--- src/sv/screen_reply_frame_parser_defines.svh ---
// Assertion macros shared by the frame parser RTL.
// Each macro takes a label, a clock, a reset, a condition and a consequence.
`ifndef SCREEN_REPLY_FRAME_PARSER_DEFINES_SVH
`define SCREEN_REPLY_FRAME_PARSER_DEFINES_SVH

`ifndef SYNTH
`define SRFP_ASSERT_SAME(lbl, clk, rst, ante, cons) \
   lbl: assert property (@(posedge clk) disable iff (rst) (ante) |-> (cons)) \
      else $error("srfp assertion failed");
`define SRFP_ASSERT_NEXT(lbl, clk, rst, ante, cons) \
   lbl: assert property (@(posedge clk) disable iff (rst) (ante) |=> (cons)) \
      else $error("srfp assertion failed");
`else
`define SRFP_ASSERT_SAME(lbl, clk, rst, ante, cons)
`define SRFP_ASSERT_NEXT(lbl, clk, rst, ante, cons)
`endif

`endif

--- src/sv/srfp_pkg.sv ---
package srfp_pkg;

   localparam logic [7:0] HEADER_FIRST   = 8'hA5;
   localparam logic [7:0] HEADER_SECOND  = 8'h5A;
   localparam logic [7:0] READ_REPLY_CMD = 8'h83;
   localparam logic [7:0] MAX_WORDS      = 8'd2;

   localparam int unsigned ADDR_WIDTH = 16;
   localparam int unsigned CSR_INDEX_WIDTH = 1;

   localparam logic [ADDR_WIDTH-1:0] SWITCH_ADDRESS_RESET  = 16'h0030;
   localparam logic [ADDR_WIDTH-1:0] VOLTAGE_ADDRESS_RESET = 16'h0010;

   // Configuration register indexes.
   localparam logic [CSR_INDEX_WIDTH-1:0] CSR_SWITCH_ADDRESS  = 1'b0;
   localparam logic [CSR_INDEX_WIDTH-1:0] CSR_VOLTAGE_ADDRESS = 1'b1;

   // Position within a reply frame; the data positions follow the word count.
   typedef enum logic [3:0] {
      POS_HEAD1   = 4'd0,
      POS_HEAD2   = 4'd1,
      POS_LENGTH  = 4'd2,
      POS_COMMAND = 4'd3,
      POS_ADDR_HI = 4'd4,
      POS_ADDR_LO = 4'd5,
      POS_COUNT   = 4'd6,
      POS_DATA0   = 4'd7,
      POS_DATA1   = 4'd8,
      POS_DATA2   = 4'd9,
      POS_DATA3   = 4'd10
   } pos_type;

endpackage

--- src/sv/screen_reply_frame_parser.sv ---
// An accepted word waits in the input register, and its result word in the result register.
// Throughput: one word per cycle while the result side does not stall; the next parser state is combinational.
// The input register can still take one word while a result word waits.
// Reset (synchronous, active high) empties both registers, restarts the hunt for
// a header, clears the latched switch and voltage words and reloads the addresses.
`include "screen_reply_frame_parser_defines.svh"

module screen_reply_frame_parser (
   input  logic                                 clock,
   input  logic                                 reset,
   input  logic                                 req_valid,
   output logic                                 req_stall,
   input  logic [7:0]                           req_rx_byte,
   output logic                                 rsp_valid,
   input  logic                                 rsp_stall,
   output logic                                 rsp_frame_done,
   output logic                                 rsp_byte_rejected,
   output logic [srfp_pkg::ADDR_WIDTH-1:0]      rsp_frame_address,
   output logic [15:0]                          rsp_frame_value,
   output logic [15:0]                          rsp_switch_state,
   output logic [15:0]                          rsp_voltage_word,
   input  logic                                 csr_write_enable,
   input  logic [srfp_pkg::CSR_INDEX_WIDTH-1:0] csr_index,
   input  logic [15:0]                          csr_wdata
);
   import srfp_pkg::*;

   // Input register: one received word waiting to be parsed.
   logic                  in_valid_ff;
   logic [7:0]            in_byte_ff;

   // Result register.
   logic                  rsp_valid_ff;
   logic                  done_ff;
   logic                  rejected_ff;
   logic [ADDR_WIDTH-1:0] faddr_ff;
   logic [15:0]           fvalue_ff;

   // Parser state.
   pos_type               pos_ff, pos_in;
   logic [7:0]            len_ff, len_in;
   logic [ADDR_WIDTH-1:0] addr_ff, addr_in;
   logic [7:0]            hi_ff, hi_in;
   logic [7:0]            lo_ff, lo_in;
   logic [15:0]           switch_ff, switch_in;
   logic [15:0]           voltage_ff, voltage_in;

   // Configuration registers.
   logic [ADDR_WIDTH-1:0] sw_addr_ff;
   logic [ADDR_WIDTH-1:0] volt_addr_ff;

   logic                  out_free;
   logic                  advance;
   logic                  restart;
   logic                  complete;
   logic                  count_ok;
   logic                  more_bytes;
   logic [7:0]            hi_take;
   logic [7:0]            lo_take;
   logic [15:0]           word_now;

   // The result register can take a new word when it is empty or being drained.
   assign out_free  = !rsp_valid_ff || !rsp_stall;
   assign advance   = in_valid_ff && out_free;
   assign req_stall = in_valid_ff && !out_free;

   // The length byte must equal twice the word count plus four, with at most two words.
   assign count_ok = (({2'b00, in_byte_ff} << 1) + 10'd4 == {2'b00, len_ff})
                     && (in_byte_ff <= MAX_WORDS);

   // More data bytes remain while the position is below the length plus two.
   assign more_bytes = ({5'b00000, pos_ff} < ({1'b0, len_ff} + 9'd2));

   // The data bytes are taken before the end-of-frame check, so a frame with no words
   // still reports the byte after the count as its high byte, with a zero low byte.
   assign hi_take  = (pos_ff == POS_DATA0) ? in_byte_ff : hi_ff;
   assign lo_take  = (pos_ff == POS_DATA1) ? in_byte_ff : lo_ff;
   assign word_now = {hi_take, lo_take};

   // Next position, and whether this word breaks or finishes a frame.
   always_comb begin
      pos_in   = pos_ff;
      restart  = 1'b0;
      complete = 1'b0;
      unique case (pos_ff) inside
         POS_HEAD1: begin
            if (in_byte_ff == HEADER_FIRST) pos_in = POS_HEAD2;
            else restart = 1'b1;
         end
         POS_HEAD2: begin
            if (in_byte_ff == HEADER_SECOND) pos_in = POS_LENGTH;
            else restart = 1'b1;
         end
         POS_LENGTH: begin
            pos_in = POS_COMMAND;
         end
         POS_COMMAND: begin
            if (in_byte_ff == READ_REPLY_CMD) pos_in = POS_ADDR_HI;
            else restart = 1'b1;
         end
         POS_ADDR_HI: begin
            pos_in = POS_ADDR_LO;
         end
         POS_ADDR_LO: begin
            pos_in = POS_COUNT;
         end
         POS_COUNT: begin
            if (count_ok) pos_in = POS_DATA0;
            else restart = 1'b1;
         end
         POS_DATA0, POS_DATA1, POS_DATA2, POS_DATA3: begin
            if (more_bytes) pos_in = pos_type'(pos_ff + 4'd1);
            else complete = 1'b1;
         end
         default: begin
            restart = 1'b1;
         end
      endcase
      if (restart || complete) pos_in = POS_HEAD1;
   end

   // Frame fields and the latched words.
   always_comb begin
      len_in     = len_ff;
      addr_in    = addr_ff;
      hi_in      = hi_take;
      lo_in      = lo_take;
      switch_in  = switch_ff;
      voltage_in = voltage_ff;
      case (pos_ff)
         POS_LENGTH:  len_in  = in_byte_ff;
         POS_ADDR_HI: addr_in = {in_byte_ff, 8'h00};
         POS_ADDR_LO: addr_in = {addr_ff[15:8], in_byte_ff};
         default:     len_in  = len_ff;
      endcase
      // The voltage check sees the switch word as this frame leaves it.
      if (complete && (addr_ff == sw_addr_ff)) switch_in = word_now;
      if (complete && (addr_ff == volt_addr_ff) && (switch_in == 16'd1)) begin
         voltage_in = word_now;
      end
      if (restart || complete) begin
         len_in  = 8'h00;
         addr_in = '0;
         hi_in   = 8'h00;
         lo_in   = 8'h00;
      end
   end

   always_ff @(posedge clock) begin
      if (reset) begin
         in_valid_ff  <= 1'b0;
         rsp_valid_ff <= 1'b0;
         pos_ff       <= POS_HEAD1;
         len_ff       <= 8'h00;
         addr_ff      <= '0;
         hi_ff        <= 8'h00;
         lo_ff        <= 8'h00;
         switch_ff    <= 16'h0000;
         voltage_ff   <= 16'h0000;
      end else begin
         if (req_valid && !req_stall) begin
            in_valid_ff <= 1'b1;
         end else if (advance) begin
            in_valid_ff <= 1'b0;
         end
         if (out_free) rsp_valid_ff <= in_valid_ff;
         if (advance) begin
            pos_ff     <= pos_in;
            len_ff     <= len_in;
            addr_ff    <= addr_in;
            hi_ff      <= hi_in;
            lo_ff      <= lo_in;
            switch_ff  <= switch_in;
            voltage_ff <= voltage_in;
         end
      end
   end

   // Payload registers.
   always_ff @(posedge clock) begin
      if (req_valid && !req_stall) in_byte_ff <= req_rx_byte;
      if (advance) begin
         done_ff     <= complete;
         rejected_ff <= restart;
         faddr_ff    <= complete ? addr_ff : '0;
         fvalue_ff   <= complete ? word_now : 16'h0000;
      end
   end

   // Configuration writes must arrive only while the parser is idle; the block does not enforce this.
   always_ff @(posedge clock) begin
      if (reset) begin
         sw_addr_ff   <= SWITCH_ADDRESS_RESET;
         volt_addr_ff <= VOLTAGE_ADDRESS_RESET;
      end else if (csr_write_enable) begin
         unique case (csr_index)
            CSR_SWITCH_ADDRESS:  sw_addr_ff   <= csr_wdata;
            CSR_VOLTAGE_ADDRESS: volt_addr_ff <= csr_wdata;
            default:             sw_addr_ff   <= sw_addr_ff;
         endcase
      end
   end

   assign rsp_valid         = rsp_valid_ff;
   assign rsp_frame_done    = done_ff;
   assign rsp_byte_rejected = rejected_ff;
   assign rsp_frame_address = faddr_ff;
   assign rsp_frame_value   = fvalue_ff;
   // The latched words only change when a result word is loaded, so they stay
   // aligned with the result register.
   assign rsp_switch_state  = switch_ff;
   assign rsp_voltage_word  = voltage_ff;

   `SRFP_ASSERT_SAME(a_done_not_rejected, clock, reset, rsp_valid_ff, !(done_ff && rejected_ff))
   `SRFP_ASSERT_SAME(a_idle_fields_zero, clock, reset, rsp_valid_ff && !done_ff, (faddr_ff == '0) && (fvalue_ff == 16'h0000))
   `SRFP_ASSERT_SAME(a_data_length_legal, clock, reset, pos_ff >= POS_DATA0, (len_ff == 8'd4) || (len_ff == 8'd6) || (len_ff == 8'd8))
   `SRFP_ASSERT_NEXT(a_switch_holds, clock, reset, advance && !complete, $stable(switch_ff))
   `SRFP_ASSERT_NEXT(a_voltage_needs_switch, clock, reset, advance && (switch_in != 16'd1), $stable(voltage_ff))

endmodule

--- config.mk ---
export PLATFORM = sky130hd
export DESIGN_NAME = screen_reply_frame_parser
export DESIGN_NICKNAME = d
export VERILOG_FILES = /design/src/sv/srfp_pkg.sv /design/src/sv/screen_reply_frame_parser.sv
export VERILOG_INCLUDE_DIRS = /design/src /design/src/sv
export SDC_FILE = /design/constraint.sdc
export NUM_CORES = 1
export LEC_CHECK = 0
export ABC_CLOCK_PERIOD_IN_PS = 2880
export BUFFER_PORTS_ARGS = -buffer_cell sky130_fd_sc_hd__buf_2
export CORE_MARGIN = 4
export CORE_UTILIZATION = 35
export CTS_CLUSTER_DIAMETER = 150
export DETAILED_ROUTE_END_ITERATION = 10
export PLACE_DENSITY = 0.63
export SYNTH_ARGS = -nofsm -noshare
export SYNTH_HDL_FRONTEND = slang
export SYNTH_SLANG_ARGS = --single-unit
--- constraint.sdc ---
create_clock -name clock -period 2.88 [get_ports clock]
set_input_delay 0.288 -clock clock [delete_from_list [all_inputs] [get_ports clock]]
set_output_delay 0.288 -clock clock [all_outputs]
set_load 0.02 [all_outputs]
-- Yosys cells after proc, flatten, opt, wreduce, memory -nomap -nowiden
Cells that the tools add are included.
- add/sub/neg operators: 3
- $lt $le $gt $ge: 2
- equal/unequal tests: 23
- muxes and demuxes: 25
- bitwise operators: 1
- reductions and logical operators: 28
- operators by type and width (operator ; number):
    $mux 8 ; 6
    $eq 16x16->1 ; 2
    $mux 16 ; 2
    $pmux 16 s2 ; 1
    $pmux 4 s8 ; 1
    $mux 4 ; 6
    $eq 16x1->1 const B ; 1
    $eq 4x3->1 const B ; 4
    $eq 8x8->1 const B ; 2
    $eq 4x4->1 const B ; 3
    $add 9x3->10 const B ; 1
    $eq 10x8->1 ; 1
    $reduce_and 2->1 ; 5
    $add 8x2->9 const B ; 1
    $lt 4x9->1 ; 1
    $ne 3x1->1 const B ; 3
    $reduce_bool 9->1 ; 1
    $eq 4x2->1 const B ; 2
    $eq 8x7->1 const B ; 1
    $le 8x2->1 const B ; 1
    $mux 1 ; 8
    $logic_and 1x1->1 ; 7
    $reduce_and 7->1 ; 1
    $reduce_or 7->1 ; 1
    14 further kinds ; 20
- flip-flop bits (word level): 152

-- Logic depth before layout (Yosys ltp)
- word-level depth: 9
- mapped depth: 12
- mapped depth without buffers: 9

-- Worst setup path before layout
No wires, ideal clock.
- kind: reg2reg
- start point: reg pos_ff[0]
- end point: reg voltage_ff[10] (netlist: rsp_voltage_word[10])
- arrival: 2.807 ns
- data required time: 2.752 ns
- slack: -0.055 ns
- cell stages (with the launch flop): 13
- period minus slack after synthesis: 2.935 ns
- cells stage by stage: dfxtp_1 -> inv_1 -> ha_1 -> and3b_1 -> buf_2 -> mux2i_1 -> nand4_1 -> or4_4 -> a2111oi_4 -> buf_6 -> buf_12 -> mux2i_1 -> nor2_1
- cells in the longest elaborated chain, start to end: 8
- elaborated cells between the ends (all ways): 16
- those cells by class: order compare: 1; eq/ne: 5; mux: 5; reduce/logical: 5
- RTL lines (element ; RTL line ; RTL):
    start, declared ; screen_reply_frame_parser.sv:40 ; pos_type pos_ff, pos_in;
    start signal, assigned ; screen_reply_frame_parser.sv:168 ; pos_ff <= pos_in;
    $lt 4x9->1 (tied with other cells) ; screen_reply_frame_parser.sv:72 ; assign more_bytes = ({5'b00000, pos_ff} < ({1'b0, len_ff} + 9'd2));
    $mux 1 or $reduce_or 4->1 (tied branches) ; screen_reply_frame_parser.sv:112, screen_reply_frame_parser.sv:85 ;
    $mux 1 ; screen_reply_frame_parser.sv:85 ; unique case (pos_ff) inside
    $logic_and 1x1->1 ; screen_reply_frame_parser.sv:137 ; if (complete && (addr_ff == sw_addr_ff)) switch_in = word_now;
    $mux 16 ; screen_reply_frame_parser.sv:137 ;
    $eq 16x1->1 ; screen_reply_frame_parser.sv:138 ; if (complete && (addr_ff == volt_addr_ff) && (switch_in == 16'd1)) begin
    $logic_and 1x1->1 ; screen_reply_frame_parser.sv:138 ;
    $reduce_and 2->1 (no source line) ; n/a ;
    end signal, assigned ; screen_reply_frame_parser.sv:174 ; voltage_ff <= voltage_in;
    end, declared ; screen_reply_frame_parser.sv:46 ; logic [15:0] voltage_ff, voltage_in;
Parallel ways exist; a longest one is shown, timed or not.
A chain may end at the register's enable or synchronous reset.

-- Worst setup path after layout
- start point: reg in_byte_ff[3]
- end point: reg voltage_ff[2] (netlist: rsp_voltage_word[2])
- cells in the longest elaborated chain, start to end: 5
- elaborated cells between the ends (all ways): 6
- those cells by class: eq/ne: 1; mux: 3; reduce/logical: 2
- RTL lines (element ; RTL line ; RTL):
    start, declared ; screen_reply_frame_parser.sv:30 ; logic [7:0] in_byte_ff;
    start signal, assigned ; screen_reply_frame_parser.sv:181 ; if (req_valid && !req_stall) in_byte_ff <= req_rx_byte;
    $mux 8 (on tied branches) ; screen_reply_frame_parser.sv:77, screen_reply_frame_parser.sv:76 ;
    $mux 16 * ; screen_reply_frame_parser.sv:137 ;
    $eq 16x1->1 * ; screen_reply_frame_parser.sv:138 ;
    $logic_and 1x1->1 * ; screen_reply_frame_parser.sv:138 ;
    $reduce_and 2->1 (no source line) * ; n/a ;
Every way passes the cells marked *; elsewhere a longest branch is shown, timed or not.

==> flow_metrics.env <==
export IMPL_status="complete, but fails checks"
export IMPL_violations="negative setup slack"
export IMPL_grt_max_degree=42
export IMPL_cp_arrival_ps=3220
export IMPL_gp_congestion=0.8439
export IMPL_drt_wirelength_per_cell_um=16.64
export IMPL_syn2layout_area_growth_pct=26.44
export IMPL_switchingPower_uw=1111
export IMPL_cts_buffers=17
export IMPL_synth_edf_count=42
export IMPL_synthTopCellsByCount="nand2_1, dfxtp_1, nor2_1, edfxtp_1"
export IMPL_ys_async_sr_fraction_pct=0
export IMPL_cp_cell_sequence="or4_4 > nor3_1 > a21oi_1 > or4_4 > a2111oi_4 > buf_4 > clkbuf_16 > mux2i_1 > nor2_1"
export IMPL_antenna_found_initial=0
export IMPL_synth_ff_latch_count=152
export IMPL_synth_top_area_share_pct=31.47
export IMPL_min_path_type="primary input to register"
export IMPL_fin_ws_ps=-32.45
export IMPL_worst_clock_skew_ps=13.27
export IMPL_min_period_ps=2912
export IMPL_finalWirelength_um=19170
export IMPL_max_vdd_ir_drop_mv=0.3939
export IMPL_multiInputGateArea_mm2=0.003329
export IMPL_hold_violations=0
export IMPL_drc=0
export IMPL_synth_avg_cell_area_um2=9.393
export IMPL_rsz0062_at_grt="true"
export IMPL_pwr_share_comb_pct=6.1
export IMPL_slew_headroom_pct=55.37
export IMPL_cts_clk_slew_worst_paths_ps=70
export IMPL_power_density_mw_per_mm2=540.4
export IMPL_track_usage_pct=17.09
export IMPL_worstSkewPairLatency_ps=430
export IMPL_synthFlopType="dfxtp_1"
export IMPL_sw_frac_of_total_pct=23.24
export IMPL_max_freq_mhz=343.4
export IMPL_syn_area_mm2=0.006998
export IMPL_cellLeakagePower_uw=0.003615
export IMPL_dieHeight_um=149.4
export IMPL_tns_ps=-214.5
export IMPL_htreeDepth=4
export IMPL_antenna_cells=0
export IMPL_core_area_mm2=0.01959
export IMPL_via_per_inst=5.081
export IMPL_grt_pass1_wl_um=30070
export IMPL_crit_path_max_fanout=5
export IMPL_post_route_cells_drive_above_1_share_pct=26.04
export IMPL_power_uw=4782
export IMPL_fin_cells=1152
export IMPL_die_x_um=149.4
export IMPL_maxCapViolCount=0
export IMPL_critical_path_required_ps=3190
export IMPL_pwr_share_clk_pct=46.3
export IMPL_ys_seq_area_share_pct=49.49
export IMPL_cts_root_buf="clkbuf_16"
export IMPL_cp_num_buf_inv=2
export IMPL_cts_tree="built"
export IMPL_yosysMostFrequentCell="nand2_1"
export IMPL_fillers=1907
export IMPL_cts_buffer_depth=2
export IMPL_via_count=5853
export IMPL_synth_area_leaders="dfxtp_1, edfxtp_1, nand2_1"
export IMPL_end_kind="register"
export IMPL_cp_slowest_stage_delay_ps=610
export IMPL_yosys_area_top_type="dfxtp_1"
export IMPL_ant_nets=0
export IMPL_rows=51
export IMPL_crit_type="register to register"
export IMPL_port_buffers=97
export IMPL_drt_pass1_iter_count=5
export IMPL_synth_cell_types=58
export IMPL_p_int_uw=3671
export IMPL_dieArea_mm2=0.02232
export IMPL_r2r_setup_slack_ps=-30
export IMPL_nets=913
export IMPL_seqCellArea_mm2=0.003467
export IMPL_slowest_stage="or4_4"
export IMPL_period_share_pct=101.1
export IMPL_start_kind="register"
export IMPL_finalMaxSlewViolations=0
export IMPL_dp_slack_ps=-42.64
export IMPL_hold_ws_ps=28.98
export IMPL_yosys_warnings=0
export IMPL_grt_pass1_vias=5496
export IMPL_clock_sinks=152
export IMPL_seqPwrFrac_pct=47.6
export IMPL_grt_overflow_total=0
export IMPL_cpMostUsedCell="or4_4"
export IMPL_worstMarginPinSlew_ps=669.0
export IMPL_drt_first_iter_violations=439
export IMPL_cp_top_family="simple AND/OR/NAND/NOR gates"
export IMPL_hpwl_um=13190
export IMPL_syn_nets=784
export IMPL_start_util_pct=35.72
export IMPL_postSynthCellCount=745
export IMPL_io_pin_count=98
export IMPL_setup_violations=9
export IMPL_placed_cells=1109
## path summary, 6_finish.rpt
check                        start  cells after the start                   to
setup / recovery     in_byte_ff[3]                      9  rsp_voltage_word[2]
hold / removal      req_rx_byte[1]                      1        in_byte_ff[1]
setup reg to reg     in_byte_ff[3]                      9  rsp_voltage_word[2]
hold reg to reg   volt_addr_ff[13]                      2     volt_addr_ff[13]
## cell usage in the layout, fill, tap and decap left out, types with 27 or more instances in the layout
master | synthesis | layout
buf_2 | 9 | 96
mux2i_1 | 31 | 30
a31oi_1 | 31 | 31
a21oi_1 | 41 | 41
dfxtp_1 | 110 | 107
nor2_1 | 54 | 54
nand4_1 | 27 | 27
xor2_1 | 33 | 33
edfxtp_1 | 42 | 42
nand2_1 | 121 | 121
buf_4 | 1 | 65
and2_1 | 31 | 31
## metrics by stage
stage	cell area, µm²	utilization, %
floorplan	7010	-
global placement	8074	41.21
detailed placement	8074	41.21
CTS	8666	44.24
global route	8848	45.17
finish	8848	45.17
## power by group through the flow
stage                     registers (µW)  logic, µW  clock network (µW)
after floorplan                     2350        139                   0
after global placement              2320        283                   0
after detailed placement            2320        285                   0
after CTS                           2280        285                2250
after global routing                2280        315                2350
final                               2280        290                2210
## registers in the layout, summed over array words and instances (netlist names)
register,cells
pos_ff,4
len_ff,8
rsp_frame_done,1
rsp_valid,1
volt_addr_ff,16
rsp_voltage_word,16
rsp_byte_rejected,1
lo_ff,8
in_byte_ff,8
rsp_switch_state,16
sw_addr_ff,16
rsp_frame_value,16
rsp_frame_address,16
in_valid_ff,1
hi_ff,8
addr_ff,16
## cells by family after synthesis
kind of cell	Yosys count	share of synthesized area, %
compound gates	109	10.25
fa+ha+maj	9	1.609
buf+inv	65	4.041
xor+xnor	39	4.881
simple gates	333	24.17
mux	38	5.561
flops	152	49.49
## per-layer routing
metal / global-route usage [%] / share of wire [%] / vias to the layer above
met5: 0 / 0 / -
met4: 5.217 / 1.4 / 0
met3: 3.342 / 4.7 / 24
met2: 27.06 / 48 / 136
met1: 23.69 / 46 / 2799
li1: - / - / 2894
## cell type report
class                   count  area share [%]
clock inverters            11           1.386
multi-input cells         528           37.63
inverters                   7          0.2969
repair buffers            168           12.54
flip-flops and latches    152           39.18
clock buffers              21           5.218
well taps                 265           3.747
## what timing repair did
item                       in CTS  in global routing
buffers inserted                0                  8
setup endpoints to repair      14                 44
cloned                          0                  3
resized for setup               2                 15
hold buffers                    0                  0
pin swaps                       0                 10
Note: power is estimated with default switching activity, not from simulation.
